File: config.mk
export PLATFORM = sky130hd
export DESIGN_NAME = http_header_block_parser_flat
export DESIGN_NICKNAME = d
export VERILOG_FILES = /design/src/rtl/hbp_pkg.sv /design/src/rtl/hbp_in_if.sv /design/src/rtl/hbp_out_if.sv /design/src/rtl/http_header_block_parser.sv /design/src/rtl/hbp_step.sv /design/src/flat_wrapper.sv
export SDC_FILE = /design/constraint.sdc
export NUM_CORES = 1
export LEC_CHECK = 0
export BUFFER_PORTS_ARGS = -buffer_cell sky130_fd_sc_hd__buf_2
export CORE_MARGIN = 2
export CORE_UTILIZATION = 44
export DETAILED_ROUTE_END_ITERATION = 10
export PLACE_DENSITY = 0.77
export SYNTH_ARGS = -nofsm -noshare
export SYNTH_HDL_FRONTEND = slang
export SYNTH_SLANG_ARGS = --single-unit
File: constraint.sdc
create_clock -name clk -period 2.1 [get_ports clk]
set_input_delay 0.105 -clock clk [delete_from_list [all_inputs] [get_ports clk]]
set_output_delay 0.105 -clock clk [all_outputs]
set_load 0.005 [all_outputs]
File: src/rtl/hbp_pkg.sv
// types, constants and the token-set function for the header block parser
// used by the result interface, the step logic, the top level and the checker
package hbp_pkg;

  // parse phases
  typedef enum logic [3:0] {
    PH_NAME_START  = 4'd0,
    PH_NAME        = 4'd1,
    PH_COLON       = 4'd2,
    PH_VALUE_START = 4'd3,
    PH_VALUE       = 4'd4,
    PH_LF_VALUE    = 4'd5,
    PH_NEXT        = 4'd6,
    PH_LF_END      = 4'd7,
    PH_DONE        = 4'd8,
    PH_ERROR       = 4'd9
  } phase_t;

  // result kinds
  typedef enum logic [2:0] {
    K_NAME  = 3'd0,
    K_VALUE = 3'd1,
    K_HDR   = 3'd2,
    K_DONE  = 3'd3,
    K_ERR   = 3'd4
  } kind_t;

  // error codes, zero also for non-error results
  typedef enum logic [2:0] {
    ERR_NAME_START = 3'd0,
    ERR_NAME_CHAR  = 3'd1,
    ERR_COLON      = 3'd2,
    ERR_LF_VALUE   = 3'd3,
    ERR_NEXT_HDR   = 3'd4,
    ERR_FINAL_LF   = 3'd5
  } err_t;

  // special characters
  localparam logic [7:0] CH_CR    = 8'd13;
  localparam logic [7:0] CH_LF    = 8'd10;
  localparam logic [7:0] CH_SP    = 8'd32;
  localparam logic [7:0] CH_HT    = 8'd9;
  localparam logic [7:0] CH_COLON = 8'd58;
  localparam logic [7:0] CH_SEMI  = 8'd59;

  // configuration port
  localparam int APB_ADDR_W = 3;
  localparam int APB_DATA_W = 32;
  localparam logic [0:0] REG_ALLOW_SEMI = 1'b0;

  // one result word
  typedef struct packed {
    kind_t      kind;
    logic [7:0] out_byte;
    err_t       error_code;
    logic       last;
  } result_t;

  // what the step logic sees of one byte and the parser state
  typedef struct packed {
    phase_t     phase;
    logic       hdr_open;
    logic [7:0] data_byte;
    logic       block_start;
    logic       allow_semi;
  } step_in_t;

  // what the step logic gives back
  typedef struct packed {
    phase_t     phase_next;
    logic       hdr_open_next;
    logic [1:0] count;
    result_t    res0;
    result_t    res1;
  } step_out_t;

  // rfc token set: alpha, digit and the listed symbols
  function automatic logic is_token(input logic [7:0] b);
    logic t;
    t = 1'b0;
    if (b >= 8'd48 && b <= 8'd57) t = 1'b1;
    if (b >= 8'd65 && b <= 8'd90) t = 1'b1;
    if (b >= 8'd97 && b <= 8'd122) t = 1'b1;
    case (b)
      8'd33, 8'd35, 8'd36, 8'd37, 8'd38, 8'd39,
      8'd42, 8'd43, 8'd45, 8'd46, 8'd94, 8'd95,
      8'd96, 8'd124, 8'd126: t = 1'b1;
      default: ;
    endcase
    return t;
  endfunction

  function automatic logic is_ws(input logic [7:0] b);
    return (b == CH_SP) || (b == CH_HT);
  endfunction

endpackage

File: src/rtl/hbp_in_if.sv
// input channel of the header block parser: one raw byte per word
// depends on nothing
interface hbp_in_if;
  logic       valid;
  logic       ready;
  logic [7:0] data_byte;
  logic       block_start;

  modport source (output valid, output data_byte, output block_start, input ready);
  modport sink   (input valid, input data_byte, input block_start, output ready);
endinterface

File: src/rtl/hbp_out_if.sv
// result channel of the header block parser: one tagged result per word
// depends on hbp_pkg
interface hbp_out_if;
  logic              valid;
  logic              ready;
  hbp_pkg::kind_t    kind;
  logic [7:0]        out_byte;
  hbp_pkg::err_t     error_code;
  logic              last;

  modport source (output valid, output kind, output out_byte, output error_code,
                  output last, input ready);
  modport sink   (input valid, input kind, input out_byte, input error_code,
                  input last, output ready);
endinterface

File: src/rtl/http_header_block_parser.sv
// top level of the http/1.1 header block parser
// depends on hbp_pkg, hbp_in_if, hbp_out_if and hbp_step
//
// Bytes of a header block enter one word at a time on inp and are parsed in a
// single pass between an input register and a two-entry result buffer; tagged
// results (name byte, value byte, header complete, block done, error) leave on
// outp, one per word, with last set on the final result of each byte. A byte
// can be taken every cycle while outp is ready: most bytes give zero or one
// result, and a byte that opens the next header gives two, which holds the
// input while the second result drains through the single output port. An
// accepted byte is registered in the input register, its first result in the
// result buffer. The allow_semicolon_in_name register sits at byte address 0
// of the APB port and resets to 1; write it only while the parser is idle.
module http_header_block_parser (
  input  logic                            clk,
  input  logic                            rst,
  hbp_in_if.sink                          inp,
  hbp_out_if.source                       outp,
  input  logic                            psel,
  input  logic                            penable,
  input  logic                            pwrite,
  input  logic [hbp_pkg::APB_ADDR_W-1:0]  paddr,
  input  logic [hbp_pkg::APB_DATA_W-1:0]  pwdata,
  output logic [hbp_pkg::APB_DATA_W-1:0]  prdata,
  output logic                            pready
);

  logic               allow_semi;
  logic               cfg_wr;
  logic [0:0]         reg_idx;

  logic               s1_valid;
  logic [7:0]         s1_byte;
  logic               s1_start;
  logic               s1_fire;

  hbp_pkg::phase_t    phase;
  logic               hdr_open;

  logic               o_valid;
  hbp_pkg::result_t   o_res;
  logic               p_valid;
  hbp_pkg::result_t   p_res;
  logic               out_pop;

  hbp_pkg::step_in_t  si;
  hbp_pkg::step_out_t so;

  // configuration register
  assign pready  = 1'b1;
  assign reg_idx = paddr[2:2];
  assign cfg_wr  = psel && penable && pwrite && pready;

  always_ff @(posedge clk) begin
    if (rst) allow_semi <= 1'b1;
    else if (cfg_wr && reg_idx == hbp_pkg::REG_ALLOW_SEMI) allow_semi <= pwdata[0];
  end

  always_comb begin
    prdata = '0;
    if (reg_idx == hbp_pkg::REG_ALLOW_SEMI) prdata[0] = allow_semi;
  end

  // handshakes: a byte is parsed once the result buffer will be empty
  assign out_pop   = o_valid && outp.ready;
  assign s1_fire   = s1_valid && (!o_valid || (out_pop && !p_valid));
  assign inp.ready = !s1_valid || s1_fire;

  // input register
  always_ff @(posedge clk) begin
    if (rst) s1_valid <= 1'b0;
    else if (inp.valid && inp.ready) s1_valid <= 1'b1;
    else if (s1_fire) s1_valid <= 1'b0;
  end

  always_ff @(posedge clk) begin
    if (inp.valid && inp.ready) begin
      s1_byte  <= inp.data_byte;
      s1_start <= inp.block_start;
    end
  end

  // parse step
  always_comb begin
    si.phase       = phase;
    si.hdr_open    = hdr_open;
    si.data_byte   = s1_byte;
    si.block_start = s1_start;
    si.allow_semi  = allow_semi;
  end

  hbp_step u_step (
    .si (si),
    .so (so)
  );

  // parser state
  always_ff @(posedge clk) begin
    if (rst) begin
      phase    <= hbp_pkg::PH_NAME_START;
      hdr_open <= 1'b0;
    end else if (s1_fire) begin
      phase    <= so.phase_next;
      hdr_open <= so.hdr_open_next;
    end
  end

  // result buffer: head word and one pending word
  always_ff @(posedge clk) begin
    if (rst) begin
      o_valid <= 1'b0;
      p_valid <= 1'b0;
    end else if (s1_fire) begin
      o_valid <= (so.count != 2'd0);
      p_valid <= (so.count == 2'd2);
    end else if (out_pop) begin
      o_valid <= p_valid;
      p_valid <= 1'b0;
    end
  end

  always_ff @(posedge clk) begin
    if (s1_fire) begin
      o_res <= so.res0;
      p_res <= so.res1;
    end else if (out_pop) begin
      o_res <= p_res;
    end
  end

  // result port
  assign outp.valid      = o_valid;
  assign outp.kind       = o_res.kind;
  assign outp.out_byte   = o_res.out_byte;
  assign outp.error_code = o_res.error_code;
  assign outp.last       = o_res.last;

endmodule

File: src/rtl/hbp_step.sv
// per-byte parse step: next phase and up to two results for one byte
// depends on hbp_pkg
module hbp_step (
  input  hbp_pkg::step_in_t  si,
  output hbp_pkg::step_out_t so
);

  hbp_pkg::phase_t ph;
  logic            ho;
  logic [7:0]      b;
  logic            tok;
  logic            ws;

  // block start restarts the parse before the byte is handled
  always_comb begin
    ph  = si.block_start ? hbp_pkg::PH_NAME_START : si.phase;
    ho  = si.block_start ? 1'b0 : si.hdr_open;
    b   = si.data_byte;
    tok = hbp_pkg::is_token(si.data_byte);
    ws  = hbp_pkg::is_ws(si.data_byte);
  end

  // next phase and header-open flag
  always_comb begin
    so.phase_next    = ph;
    so.hdr_open_next = ho;
    unique case (ph) inside
      hbp_pkg::PH_NAME_START: begin
        if (b == hbp_pkg::CH_CR) so.phase_next = hbp_pkg::PH_LF_END;
        else if (tok) begin
          so.phase_next    = hbp_pkg::PH_NAME;
          so.hdr_open_next = 1'b1;
        end else so.phase_next = hbp_pkg::PH_ERROR;
      end
      hbp_pkg::PH_NAME: begin
        if (b == hbp_pkg::CH_COLON) so.phase_next = hbp_pkg::PH_VALUE_START;
        else if (ws) so.phase_next = hbp_pkg::PH_COLON;
        else if (!(tok || (b == hbp_pkg::CH_SEMI && si.allow_semi)))
          so.phase_next = hbp_pkg::PH_ERROR;
      end
      hbp_pkg::PH_COLON: begin
        if (b == hbp_pkg::CH_COLON) so.phase_next = hbp_pkg::PH_VALUE_START;
        else if (!ws) so.phase_next = hbp_pkg::PH_ERROR;
      end
      hbp_pkg::PH_VALUE_START, hbp_pkg::PH_VALUE: begin
        if (b == hbp_pkg::CH_CR) so.phase_next = hbp_pkg::PH_LF_VALUE;
        else if (!(ph == hbp_pkg::PH_VALUE_START && ws)) so.phase_next = hbp_pkg::PH_VALUE;
      end
      hbp_pkg::PH_LF_VALUE: begin
        if (b == hbp_pkg::CH_LF) so.phase_next = hbp_pkg::PH_NEXT;
        else so.phase_next = hbp_pkg::PH_ERROR;
      end
      hbp_pkg::PH_NEXT: begin
        if (b == hbp_pkg::CH_CR) begin
          so.phase_next    = hbp_pkg::PH_LF_END;
          so.hdr_open_next = 1'b0;
        end else if (ws) so.phase_next = hbp_pkg::PH_VALUE_START;
        else if (tok) begin
          so.phase_next    = hbp_pkg::PH_NAME;
          so.hdr_open_next = 1'b1;
        end else so.phase_next = hbp_pkg::PH_ERROR;
      end
      hbp_pkg::PH_LF_END: begin
        if (b == hbp_pkg::CH_LF) so.phase_next = hbp_pkg::PH_DONE;
        else so.phase_next = hbp_pkg::PH_ERROR;
      end
      // done, error and unused codes are sticky
      default: ;
    endcase
  end

  // results for this byte
  always_comb begin
    so.count           = 2'd0;
    so.res0.kind       = hbp_pkg::K_NAME;
    so.res0.out_byte   = 8'd0;
    so.res0.error_code = hbp_pkg::ERR_NAME_START;
    so.res0.last       = 1'b1;
    so.res1.kind       = hbp_pkg::K_NAME;
    so.res1.out_byte   = 8'd0;
    so.res1.error_code = hbp_pkg::ERR_NAME_START;
    so.res1.last       = 1'b1;
    unique case (ph) inside
      hbp_pkg::PH_NAME_START: begin
        if (b == hbp_pkg::CH_CR) ;
        else if (tok) begin
          so.count         = 2'd1;
          so.res0.out_byte = b;
        end else begin
          so.count     = 2'd1;
          so.res0.kind = hbp_pkg::K_ERR;
        end
      end
      hbp_pkg::PH_NAME: begin
        if (b == hbp_pkg::CH_COLON || ws) ;
        else if (tok || (b == hbp_pkg::CH_SEMI && si.allow_semi)) begin
          so.count         = 2'd1;
          so.res0.out_byte = b;
        end else begin
          so.count           = 2'd1;
          so.res0.kind       = hbp_pkg::K_ERR;
          so.res0.error_code = hbp_pkg::ERR_NAME_CHAR;
        end
      end
      hbp_pkg::PH_COLON: begin
        if (b != hbp_pkg::CH_COLON && !ws) begin
          so.count           = 2'd1;
          so.res0.kind       = hbp_pkg::K_ERR;
          so.res0.error_code = hbp_pkg::ERR_COLON;
        end
      end
      hbp_pkg::PH_VALUE_START, hbp_pkg::PH_VALUE: begin
        if (b != hbp_pkg::CH_CR && !(ph == hbp_pkg::PH_VALUE_START && ws)) begin
          so.count         = 2'd1;
          so.res0.kind     = hbp_pkg::K_VALUE;
          so.res0.out_byte = b;
        end
      end
      hbp_pkg::PH_LF_VALUE: begin
        if (b != hbp_pkg::CH_LF) begin
          so.count           = 2'd1;
          so.res0.kind       = hbp_pkg::K_ERR;
          so.res0.error_code = hbp_pkg::ERR_LF_VALUE;
        end
      end
      hbp_pkg::PH_NEXT: begin
        so.count = 2'd1;
        if (b == hbp_pkg::CH_CR) so.res0.kind = hbp_pkg::K_HDR;
        else if (ws) begin
          // folded line: one space stands for the line break
          so.res0.kind     = hbp_pkg::K_VALUE;
          so.res0.out_byte = hbp_pkg::CH_SP;
        end else if (tok) begin
          // close the previous header, then the first name byte
          so.count         = 2'd2;
          so.res0.kind     = hbp_pkg::K_HDR;
          so.res0.last     = 1'b0;
          so.res1.out_byte = b;
        end else begin
          so.res0.kind       = hbp_pkg::K_ERR;
          so.res0.error_code = hbp_pkg::ERR_NEXT_HDR;
        end
      end
      hbp_pkg::PH_LF_END: begin
        so.count = 2'd1;
        if (b == hbp_pkg::CH_LF) so.res0.kind = hbp_pkg::K_DONE;
        else begin
          so.res0.kind       = hbp_pkg::K_ERR;
          so.res0.error_code = hbp_pkg::ERR_FINAL_LF;
        end
      end
      default: ;
    endcase
  end

endmodule

File: src/flat_wrapper.sv
// flat-port wrapper written by rule: the top's interface ports become plain ports
module http_header_block_parser_flat 
  (clk, rst, psel, penable, pwrite, paddr, pwdata, prdata, pready, inp_valid, inp_data_byte, inp_block_start, inp_ready, outp_valid, outp_kind, outp_out_byte, outp_error_code, outp_last, outp_ready);
  hbp_in_if inp_i ();
  hbp_out_if outp_i ();
  input  logic clk;
  input  logic rst;
  input  logic psel;
  input  logic penable;
  input  logic pwrite;
  input  logic [hbp_pkg::APB_ADDR_W-1:0] paddr;
  input  logic [hbp_pkg::APB_DATA_W-1:0] pwdata;
  output logic [hbp_pkg::APB_DATA_W-1:0] prdata;
  output logic pready;
  input wire logic [$bits(inp_i.valid)-1:0] inp_valid;
  input wire logic [$bits(inp_i.data_byte)-1:0] inp_data_byte;
  input wire logic [$bits(inp_i.block_start)-1:0] inp_block_start;
  output wire logic [$bits(inp_i.ready)-1:0] inp_ready;
  output wire logic [$bits(outp_i.valid)-1:0] outp_valid;
  output wire logic [$bits(outp_i.kind)-1:0] outp_kind;
  output wire logic [$bits(outp_i.out_byte)-1:0] outp_out_byte;
  output wire logic [$bits(outp_i.error_code)-1:0] outp_error_code;
  output wire logic [$bits(outp_i.last)-1:0] outp_last;
  input wire logic [$bits(outp_i.ready)-1:0] outp_ready;
  assign inp_i.valid = inp_valid;
  assign inp_i.data_byte = inp_data_byte;
  assign inp_i.block_start = inp_block_start;
  assign inp_ready = inp_i.ready;
  assign outp_valid = outp_i.valid;
  assign outp_kind = outp_i.kind;
  assign outp_out_byte = outp_i.out_byte;
  assign outp_error_code = outp_i.error_code;
  assign outp_last = outp_i.last;
  assign outp_i.ready = outp_ready;
  http_header_block_parser u_core (.clk(clk), .rst(rst), .inp(inp_i), .outp(outp_i), .psel(psel), .penable(penable), .pwrite(pwrite), .paddr(paddr), .pwdata(pwdata), .prdata(prdata), .pready(pready));
endmodule
; Yosys cells after proc, flatten, opt, wreduce, memory -nomap -nowiden
; Cells that the tools add are included.
; Widths: inputs -> output; s select.
[word_totals]
out_inout_bits = 50
ff_bits = 41
in_bits = 51
wordCells = 145
[classes]
n_eq_ne = 32
magnitude_cmp = 6
reduce_logical = 31
bitwise_logic = 2
mux = 61
[op_table]
columns = op, n
row1 = $eq 8x6->1 const B, 13
row2 = $mux 4, 15
row3 = $mux 15, 3
row4 = $eq 8x7->1 const B, 5
row5 = $mux 12, 3
row6 = $pmux 5 s7, 1
row7 = $pmux 8 s4, 1
row8 = $pmux 4 s7, 1
row9 = $eq 8x4->1 const B, 3
row10 = $mux 3, 7
row11 = $mux 1, 19
row12 = $eq 4x3->1 const B, 4
row13 = $ge 8x7->1 const B, 2
row14 = $le 8x7->1 const B, 2
row15 = $mux 8, 2
row16 = $ne 8x4->1 const B, 2
row17 = $pmux 3 s5, 1
row18 = $reduce_or 15->1, 1
row19 = $logic_and 1x1->1, 14
row20 = $mux 2, 5
row21 = $eq 4x2->1 const B, 2
row22 = $ge 8x6->1 const B, 1
row23 = $le 8x6->1 const B, 1
row24 = $ne 8x6->1 const B, 1
row25 = 12 further kinds, 23

; Longest topological paths before layout
; Gate-level depths: netlist (run 1).
[depth]
depth_word = 12
ltp_mapped = 9
mapped_depth_nobuf = 7

; Cells and area by module
; A second synthesis (run 1) with hierarchy kept.
[unflattened]
cells_unflattened = 282
area_unflattened_um2 = 2976.6
[modules_own_cells]
columns = module, cells_per_inst, area_per_inst_um2, seq_area_each_um2, n_inst
row1 = http_header_block_parser, 134, 2068.2, 1351.3, 1
row2 = hbp_step, 148, 908.4, 0.0, 1

; Least setup slack after synthesis (run 1)
; No wires, ideal clock.
[synth_timing]
path_kind = reg-to-reg
start = reg u_core.s1_byte[1]
end = reg u_core.o_res, in the netlist u_core.outp.out_byte[0], data pin
t_required_ns = 1.840
setup_slack_ns = -0.106
setup_time_ns = 0.260
period_less_slack_ns = 2.206
path_stages_with_launch = 10
n_path_buf = 3
t_arrival_ns = 1.946
cell_sequence = edfxtp_1 > buf_6 > o41a_1 > nor2_1 > nor3_1 > or3_1 > buf_2 > buf_2 > a32oi_1 > nand2_1
[synth_between]
elab_chain_cells = 11
elab_cells_between_ends = 50
classes_between = order compare (6) / eq/ne (21) / mux (12) / reduce/logical (11)
[synth_rtl]
columns = element, line
row1 = from (decl), http_header_block_parser.sv:33  ; logic [7:0] s1_byte;
row2 = from (signal assigned), http_header_block_parser.sv:78  ; s1_byte <= inp.data_byte;
row3 = $ge 8x6->1 / $le 8x6->1 (equally long branches), hbp_pkg.sv:81  ; if (b >= 8'd48 && b <= 8'd57) t = 1'b1;
row4 = $logic_and 1x1->1, hbp_pkg.sv:81
row5 = $mux 1, hbp_pkg.sv:81
row6 = $mux 1, hbp_pkg.sv:82  ; if (b >= 8'd65 && b <= 8'd90) t = 1'b1;
row7 = $mux 1, hbp_pkg.sv:83  ; if (b >= 8'd97 && b <= 8'd122) t = 1'b1;
row8 = $mux 1, hbp_pkg.sv:84  ; case (b)
row9 = $logic_or 1x1->1, hbp_step.sv:96  ; else if (tok || (b == hbp_pkg::CH_SEMI && si.allow_semi)) begin
row10 = $mux 8, hbp_step.sv:96
row11 = $mux 15, hbp_step.sv:95  ; if (b == hbp_pkg::CH_COLON || ws) ;
row12 = $pmux 8 s4 *, hbp_step.sv:83  ; unique case (ph) inside
row13 = $mux 15 *, http_header_block_parser.sv:123  ; if (s1_fire) begin
row14 = to (signal assigned), http_header_block_parser.sv:124  ; o_res <= so.res0;
row15 = to (signal assigned), http_header_block_parser.sv:127  ; o_res <= p_res;
row16 = to (decl), http_header_block_parser.sv:41  ; hbp_pkg::result_t o_res;
; Every way passes the cells marked *; elsewhere a longest branch is shown, timed or not.
; A chain may end at the register's enable or synchronous reset.

; Worst setup path after layout (run 1)
[layout_timing]
start = reg u_core.s1_byte[7]
end = reg u_core.o_res, in the netlist u_core.outp.out_byte[5], data pin
; Same word-level chain as after synthesis.

==> results.md, run 1 <==
- Initial DRT Pass Iterations: 5
- Layout cells sized above 1: between 30% and 40%
- Violated checks: setup timing
- Post-synth EDFFs: 32
- CP peak stage delay: approximately 0.54 ns
- Worst vdd ir: approximately 0.00044 V
- Core ar.: 5510 µm²
- Detailed-route DRC error count: 0
- Worst path buffer plus inverter count: 3
- Post-synthesis sequential area ratio: between 40% and 50%
- Seq cells post-synth: 40
- Critical Path AT: roughly 2.4 ns
- Cell count after synthesis: 270
- Critical-path cell list: nor4_4, buf_4, nand4_1, nand4_1, buf_4, buf_6, nor2_1, o21ai_1, a21oi_1
- Largest net degree at the start of global routing: 17
- Hold crit path type: primary input to flip-flop
- Worst path slowest cell: edfxtp_1
- Die W: ~80 µm
- Static leakage: around 1.4 nW
- PwrDens: 575 nW/µm²
- Tot GR Track Use: about 22%
- Final setup fails: 21
- Sequential cell area: between 1000 and 1500 µm²
- Mapped Area: 2520 µm²
- Fillers: roughly 430
- Die Y: ~80 µm
- TritonCTS Buffers: 5
- Global-route wire length before repair: 10.5 mm
- HPWL Detailed: roughly 4.5 mm
- Longest Clk Path Bufs: 2
- Area of the multi-input gates: between 1000 and 1500 µm²
- Final #Nets: about 420
- Vias after detailed routing: approximately 2500
- Worst hold slack: approximately 0.037 ns
- Cell variety after synth: 56
- Rows: 27
- Ports: 101
- Remaining antenna violation count: 0
- Most common cell after layout, fill and taps aside: buf_4
- Wire per inst: ~16 µm
- Max Transition Viols Final: 0
- RSZ-0062 raised after global routing: true
- Post-Route WL: between 7 and 8 mm
- Fin util: a little under two thirds
- Endpoint class of the critical path: flip-flop
- Final GP Congestion: around 1.0
- H-tree levels: 2
- Fin crit period: approximately 2.3 ns
- Setup crit start kind: flip-flop
- Critical path peak fanout: 5
- Worst rel slew slack: approximately two thirds
- Hold violation count in the final report: 0
- Max Clock Freq: roughly 430 MHz
- Required time worst endpoint: 2.16 ns
- Critical path's top delay family: simple AND/OR/NAND/NOR gates
- Final worst slack: -0.200 ns
- Die area: between 6000 and 7000 µm²
- Congestion Overflow GR: 0
- MaxCap Viol Count: 0
- Critical path type: flip-flop to flip-flop
- DRT iter0 DRCs: 291
- Post-synth ARST share: 0%
- Slew @ Worst Pin: 0.507 ns
- Vias/cell: ~5.6
- Number of antenna diodes: 0
- Outcome: complete, but fails checks
- # clock sinks: 40
- Clk pin slew, worst setup/hold paths: ~0.08 ns
- Mean post-synth cell area: 9.34 µm²
- Final period util: 110%
- Layout Skew: approximately 0.011 ns
- Most frequent cells in the layout: buf_4, buf_2, conb_1, edfxtp_1, nand2_1
- IO Port Bufs: 35
- CTS tree: built
- Ys flop type: edfxtp_1
- Root buffer cell: clkbuf_8
- Vias in the first global route: 2165
- Initial Util: 45.8%
- Antenna violations before repair: 0
- Worst skew pair latency: approximately 0.31 ns
- Ys Warns: 0
- Layout Area Growth over Synthesis: 39.6%
tightest hold or removal path: stages:
cell and delay, ns:
buf_2 0.07, inv_1 0.04, a21oi_1 0.10
report_power, final:
group | switching, W | internal [W] | leakage (nW) | total, W
Clock | 0.000293 | 0.000358 | 0.0548 | 0.000650
Sequential | 0.0000321 | 0.000906 | 0.369 | 0.000939
Combinational | 0.000243 | 0.000194 | 0.993 | 0.000436
Total | 0.000567 | 0.00146 | 1.42 | 0.00203
timing repair:
action | CTS | global route
pin swaps | 3 | 16
endpoints found under the setup margin | 22 | 26
endpoints found under the hold margin | 9 | 0
hold buffers | 9 | 0
setup buffers | 5 | 14
gates resized for setup | 10 | 32
flip-flops by register name, summed over array words and instances, names as in the netlist:
register	cells
u_core.outp.valid	1
u_core.outp.out_byte	8
u_core.s1_valid	1
u_core.s1_byte	8
u_core.s1_start	1
u_core.allow_semi	1
u_core.outp.kind	3
u_core.outp.error_code	3
u_core.p_valid	1
u_core.outp.last	1
u_core.p_res	8
u_core.phase	4
cell type report:
cell class / count / area share [%]
clock inverter: 3 / 1.31
multi-input combinational: 204 / 39.3
sequential: 40 / 31.8
timing repair buffer: 108 / 22.1
clock buffer: 5 / 1.95
tap: 72 / 2.56
inverter: 9 / 0.959
routing by layer:
layer	global-route usage, %	up-vias	routed length, µm
met5	0	-	0
met4	10.0	0	279
met3	4.86	36	693
met2	35.5	176	3420
met1	26.9	1115	2830
li1	-	1140	-
logic make-up (layout without fill, tap and decap cells):
kind of cell	count (synthesis)	in the layout	synth area share (%)
AO/OA/AOI/OAI	68	68	20.0
flip-flops	40	40	44.4
multiplexers	1	1	0.446
XOR/XNOR	2	2	0.695
buffers and inverters	57	125	13.8
AND/OR/NAND/NOR	100	100	20.3
other	2	33	0.298
worst paths after layout:
kind                                        start                       to  slack [ns]  cells past startpoint
worst max-delay path            u_core.s1_byte[7]  u_core.outp.out_byte[5]       -0.20                      9
worst min-delay path                    inp_valid          u_core.s1_valid        0.04                      3
worst max register to register  u_core.s1_byte[7]  u_core.outp.out_byte[5]       -0.20                      9
worst min register to register    u_core.p_res[5]  u_core.outp.out_byte[1]        0.53                      2
per-stage QoR:
stage | cells | power (W) | setup WS [ns] | area (µm²) | TNS (ns)
floorplan | 301 | 0.00120 | -0.0589 | 2700 | -0.489
global placement | 406 | 0.00129 | -0.181 | 2980 | -1.89
detailed placement | 406 | 0.00129 | -0.203 | 2980 | -2.69
CTS | 428 | 0.00196 | -0.0760 | 3270 | -0.806
global route | 441 | 0.00210 | -0.240 | 3520 | -3.59
finish | 441 | 0.00203 | -0.200 | 3520 | -1.74
Yosys cell counts, drive strengths merged, types with 2 or more instances:
master,n,area share [%]
nand2b,2,0.50
inv,8,1.2
a21oi,17,3.4
o21bai,2,0.60
dfxtp,8,6.3
edfxtp,32,38
clkbuf,9,1.4
nand2,27,4.0
nor4b,2,0.69
o2111ai,8,2.8
or2,3,0.74
xnor2,2,0.69
buf,39,11
a31oi,4,0.99
a22oi,2,0.60
nand3,8,1.6
a32oi,6,2.1
nor2b,6,1.5
or3,4,0.99
a221oi,3,1.0
and2,2,0.50
nor3b,2,0.60
nor3,6,1.2
o21ai,7,1.4
nand4,5,1.2
a211oi,2,0.60
nor4,2,0.50
o21a,2,0.60
o32ai,2,0.69
and3,9,2.2
a2111oi,2,1.4
nor2,18,2.7
conb,2,0.30
No activity file was read; power rests on OpenSTA's default activity.
==> inputs of run 2 (changes only) <==
--- a/config.mk
+++ b/config.mk
@@ -7,9 +7,9 @@
 export LEC_CHECK = 0
 export BUFFER_PORTS_ARGS = -buffer_cell sky130_fd_sc_hd__buf_2
 export CORE_MARGIN = 2
-export CORE_UTILIZATION = 44
+export CORE_UTILIZATION = 45
 export DETAILED_ROUTE_END_ITERATION = 10
-export PLACE_DENSITY = 0.77
+export PLACE_DENSITY = 0.84
 export SYNTH_ARGS = -nofsm -noshare
 export SYNTH_HDL_FRONTEND = slang
 export SYNTH_SLANG_ARGS = --single-unit
==> constraint.sdc (replaced) <==
create_clock -name clk -period 2.75 [get_ports clk]
set_input_delay 0.1375 -clock clk [delete_from_list [all_inputs] [get_ports clk]]
set_output_delay 0.1375 -clock clk [all_outputs]
set_load 0.005 [all_outputs]
==> run 2 against run 1 <==
Compared with the run above: worst setup slack gained 0.40 ns; global-route usage decreased by 3.0 points; largest cell class unchanged; clock power down 23%; non-clock buffer count decreased by 52; combinational power fell by 49%; cell count is 12% lower; critical path depth fell by 1; sequential power decreased by 23%; power decreased by 29%; highest routed layer unchanged; first-iteration DRC count shrank 11%; critical endpoint is now u_core.outp.out_byte[2]; clock skew up 0.0014 ns; the run now ends clean.
==> results.md, run 2 (synthesis gave the netlist of run 1 again) <==
- Outcome: finished, final reports clean
- Slew @ Worst Pin: 0.911 ns
- IO Port Bufs: 35
- Root buffer cell: clkbuf_8
- PwrDens: 502 nW/µm²
- TritonCTS Buffers: 5
- Reg2reg setup slack: between 0.15 and 0.2 ns
- Worst vdd ir: about 0.00030 V
- Final #Nets: ~370
- Initial Util: approximately 46%
- Required time worst endpoint: 2.81 ns
- HP Start: inp_valid
- Congestion Overflow GR: 0
- Remaining antenna violation count: 0
- DRT iter0 DRCs: roughly 260
- Ports: between 100 and 150
- Die W: around 79 µm
- Tot GR Track Use: 18.6%
- Clk pin slew, worst setup/hold paths: roughly 0.090 ns
- Critical path type: flip-flop to flip-flop
- Endpoint class of the critical path: flip-flop
- HPWL Detailed: 3.82 mm
- Number of antenna diodes: 0
- Reg2Reg Launch Point: u_core.s1_byte[0]
- Postcts setup bufs: 0
- Die area: approximately 6200 µm²
- Worst skew pair latency: 0.31 ns
- Static leakage: roughly 1.1 nW
- Hold violation count in the final report: 0
- Detailed-route DRC error count: 0
- Antenna violations before repair: 0
- Worst hold slack: 0.0847 ns
- Initial DRT Pass Iterations: 5
- Rows: 27
- Final setup fails: 0
- Setup TNS: 0 ns
- Most common cell after layout, fill and taps aside: buf_2
- Worst Hold Depth: 3
- Setup crit start kind: flip-flop
- Layout Area Growth over Synthesis: 14.3%
- Wire per inst: between 10 and 15 µm
- Reg-to-reg endpoint: u_core.outp.out_byte[2]
- Post-CTS Resized: 0
- Vias/cell: approximately 5.6
- Hold path endpoint: u_core.s1_valid
- Max Clock Freq: ~390 MHz
- Sequential cell area: ~1100 µm²
- Longest Clk Path Bufs: 2
- Vias in the first global route: 1928
- Hold crit path type: primary input to flip-flop
- Hold buffers post-CTS: 9
- Core ar.: 5470 µm²
- Most frequent cells in the layout: buf_2, conb_1, edfxtp_1, nand2_1, nor2_1
- MaxCap Viol Count: 0
- Layout cells sized above 1: just under 20%
- Critical path peak fanout: 14
- Fin crit period: about 2.6 ns
- CTS tree: built
- Critical Path AT: approximately 2.6 ns
- Die Y: just under 80 µm
- Max Transition Viols Final: 0
- # clock sinks: 40
- Reg2reg path depth: 8
- Largest net degree at the start of global routing: 17
- RSZ-0062 raised after global routing: false
- Layout Skew: between 0.01 and 0.015 ns
- Fillers: between 400 and 500
- Global-route wire length before repair: between 8 and 9 mm
- Worst rel slew slack: 39.0%
- Post-Route WL: around 5.5 mm
- Final GP Congestion: ~0.97
- Final period util: roughly 93%
- Area of the multi-input gates: 1170 µm²
- H-tree levels: 2
- Vias after detailed routing: 2161
-- run 2: layout make-up --
class	instances	share of cell area, %
Timing Repair Buffer	56	12.3
Clock buffer	5	2.39
Tap cell	72	3.12
Inverter	9	1.17
Sequential cell	40	38.9
Clock inverter	3	1.61
Multi-Input combinational cell	204	40.5
-- run 2: stage by stage --
step / utilization (%) / power [W] / cells / setup slack [ns] / cell area [µm²]
after floorplan: - / 0.000907 / 301 / 0.544 / 2640
after global routing: 52.7 / 0.00151 / 389 / 0.0848 / 2880
after detailed placement: 48.9 / 0.000945 / 372 / 0.240 / 2680
final: 52.7 / 0.00145 / 389 / 0.198 / 2880
after CTS: 52.7 / 0.00145 / 389 / 0.227 / 2880
after global placement: 48.9 / 0.000941 / 372 / 0.304 / 2680
-- run 2: report_power, final --
group	switching (W)	internal, W	total (W)
registers	0.0000316	0.000692	0.000724
logic	0.000134	0.0000892	0.000223
clock network	0.000226	0.000273	0.000499
total	0.000392	0.00105	0.00145
-- run 2: per-layer routing --
metal,global-route usage (%),wire length (µm)
met1,24.5,2310
met2,28.6,2500
met3,4.20,575
met4,9.48,138
met5,0,0
-- run 2: worst max path at each step --
| stage | startpoint | endpoint | slack (ns) |
|---|---|---|---|
| 2_1_floorplan | u_core.s1_byte[1] | u_core.outp.out_byte[0] | 0.54 |
| 3_3_place_gp | u_core.s1_byte[1] | u_core.outp.out_byte[2] | 0.30 |
| 3_5_place_dp | u_core.s1_byte[1] | u_core.outp.out_byte[2] | 0.24 |
| 4_1_cts | u_core.s1_byte[1] | u_core.outp.out_byte[2] | 0.23 |
| 5_1_grt | u_core.s1_byte[1] | u_core.outp.out_byte[4] | 0.08 |
| 6_report | u_core.s1_byte[0] | u_core.outp.out_byte[2] | 0.20 |
-- run 2: worst max-delay path, cell delays in order (launching register included) --
cell	delay (ns)
edfxtp_1	0.48
buf_4	0.21
o41a_1	0.42
nor2_1	0.12
nor3_1	0.06
or3_1	0.47
buf_4	0.25
a32oi_1	0.21
nand2_1	0.10
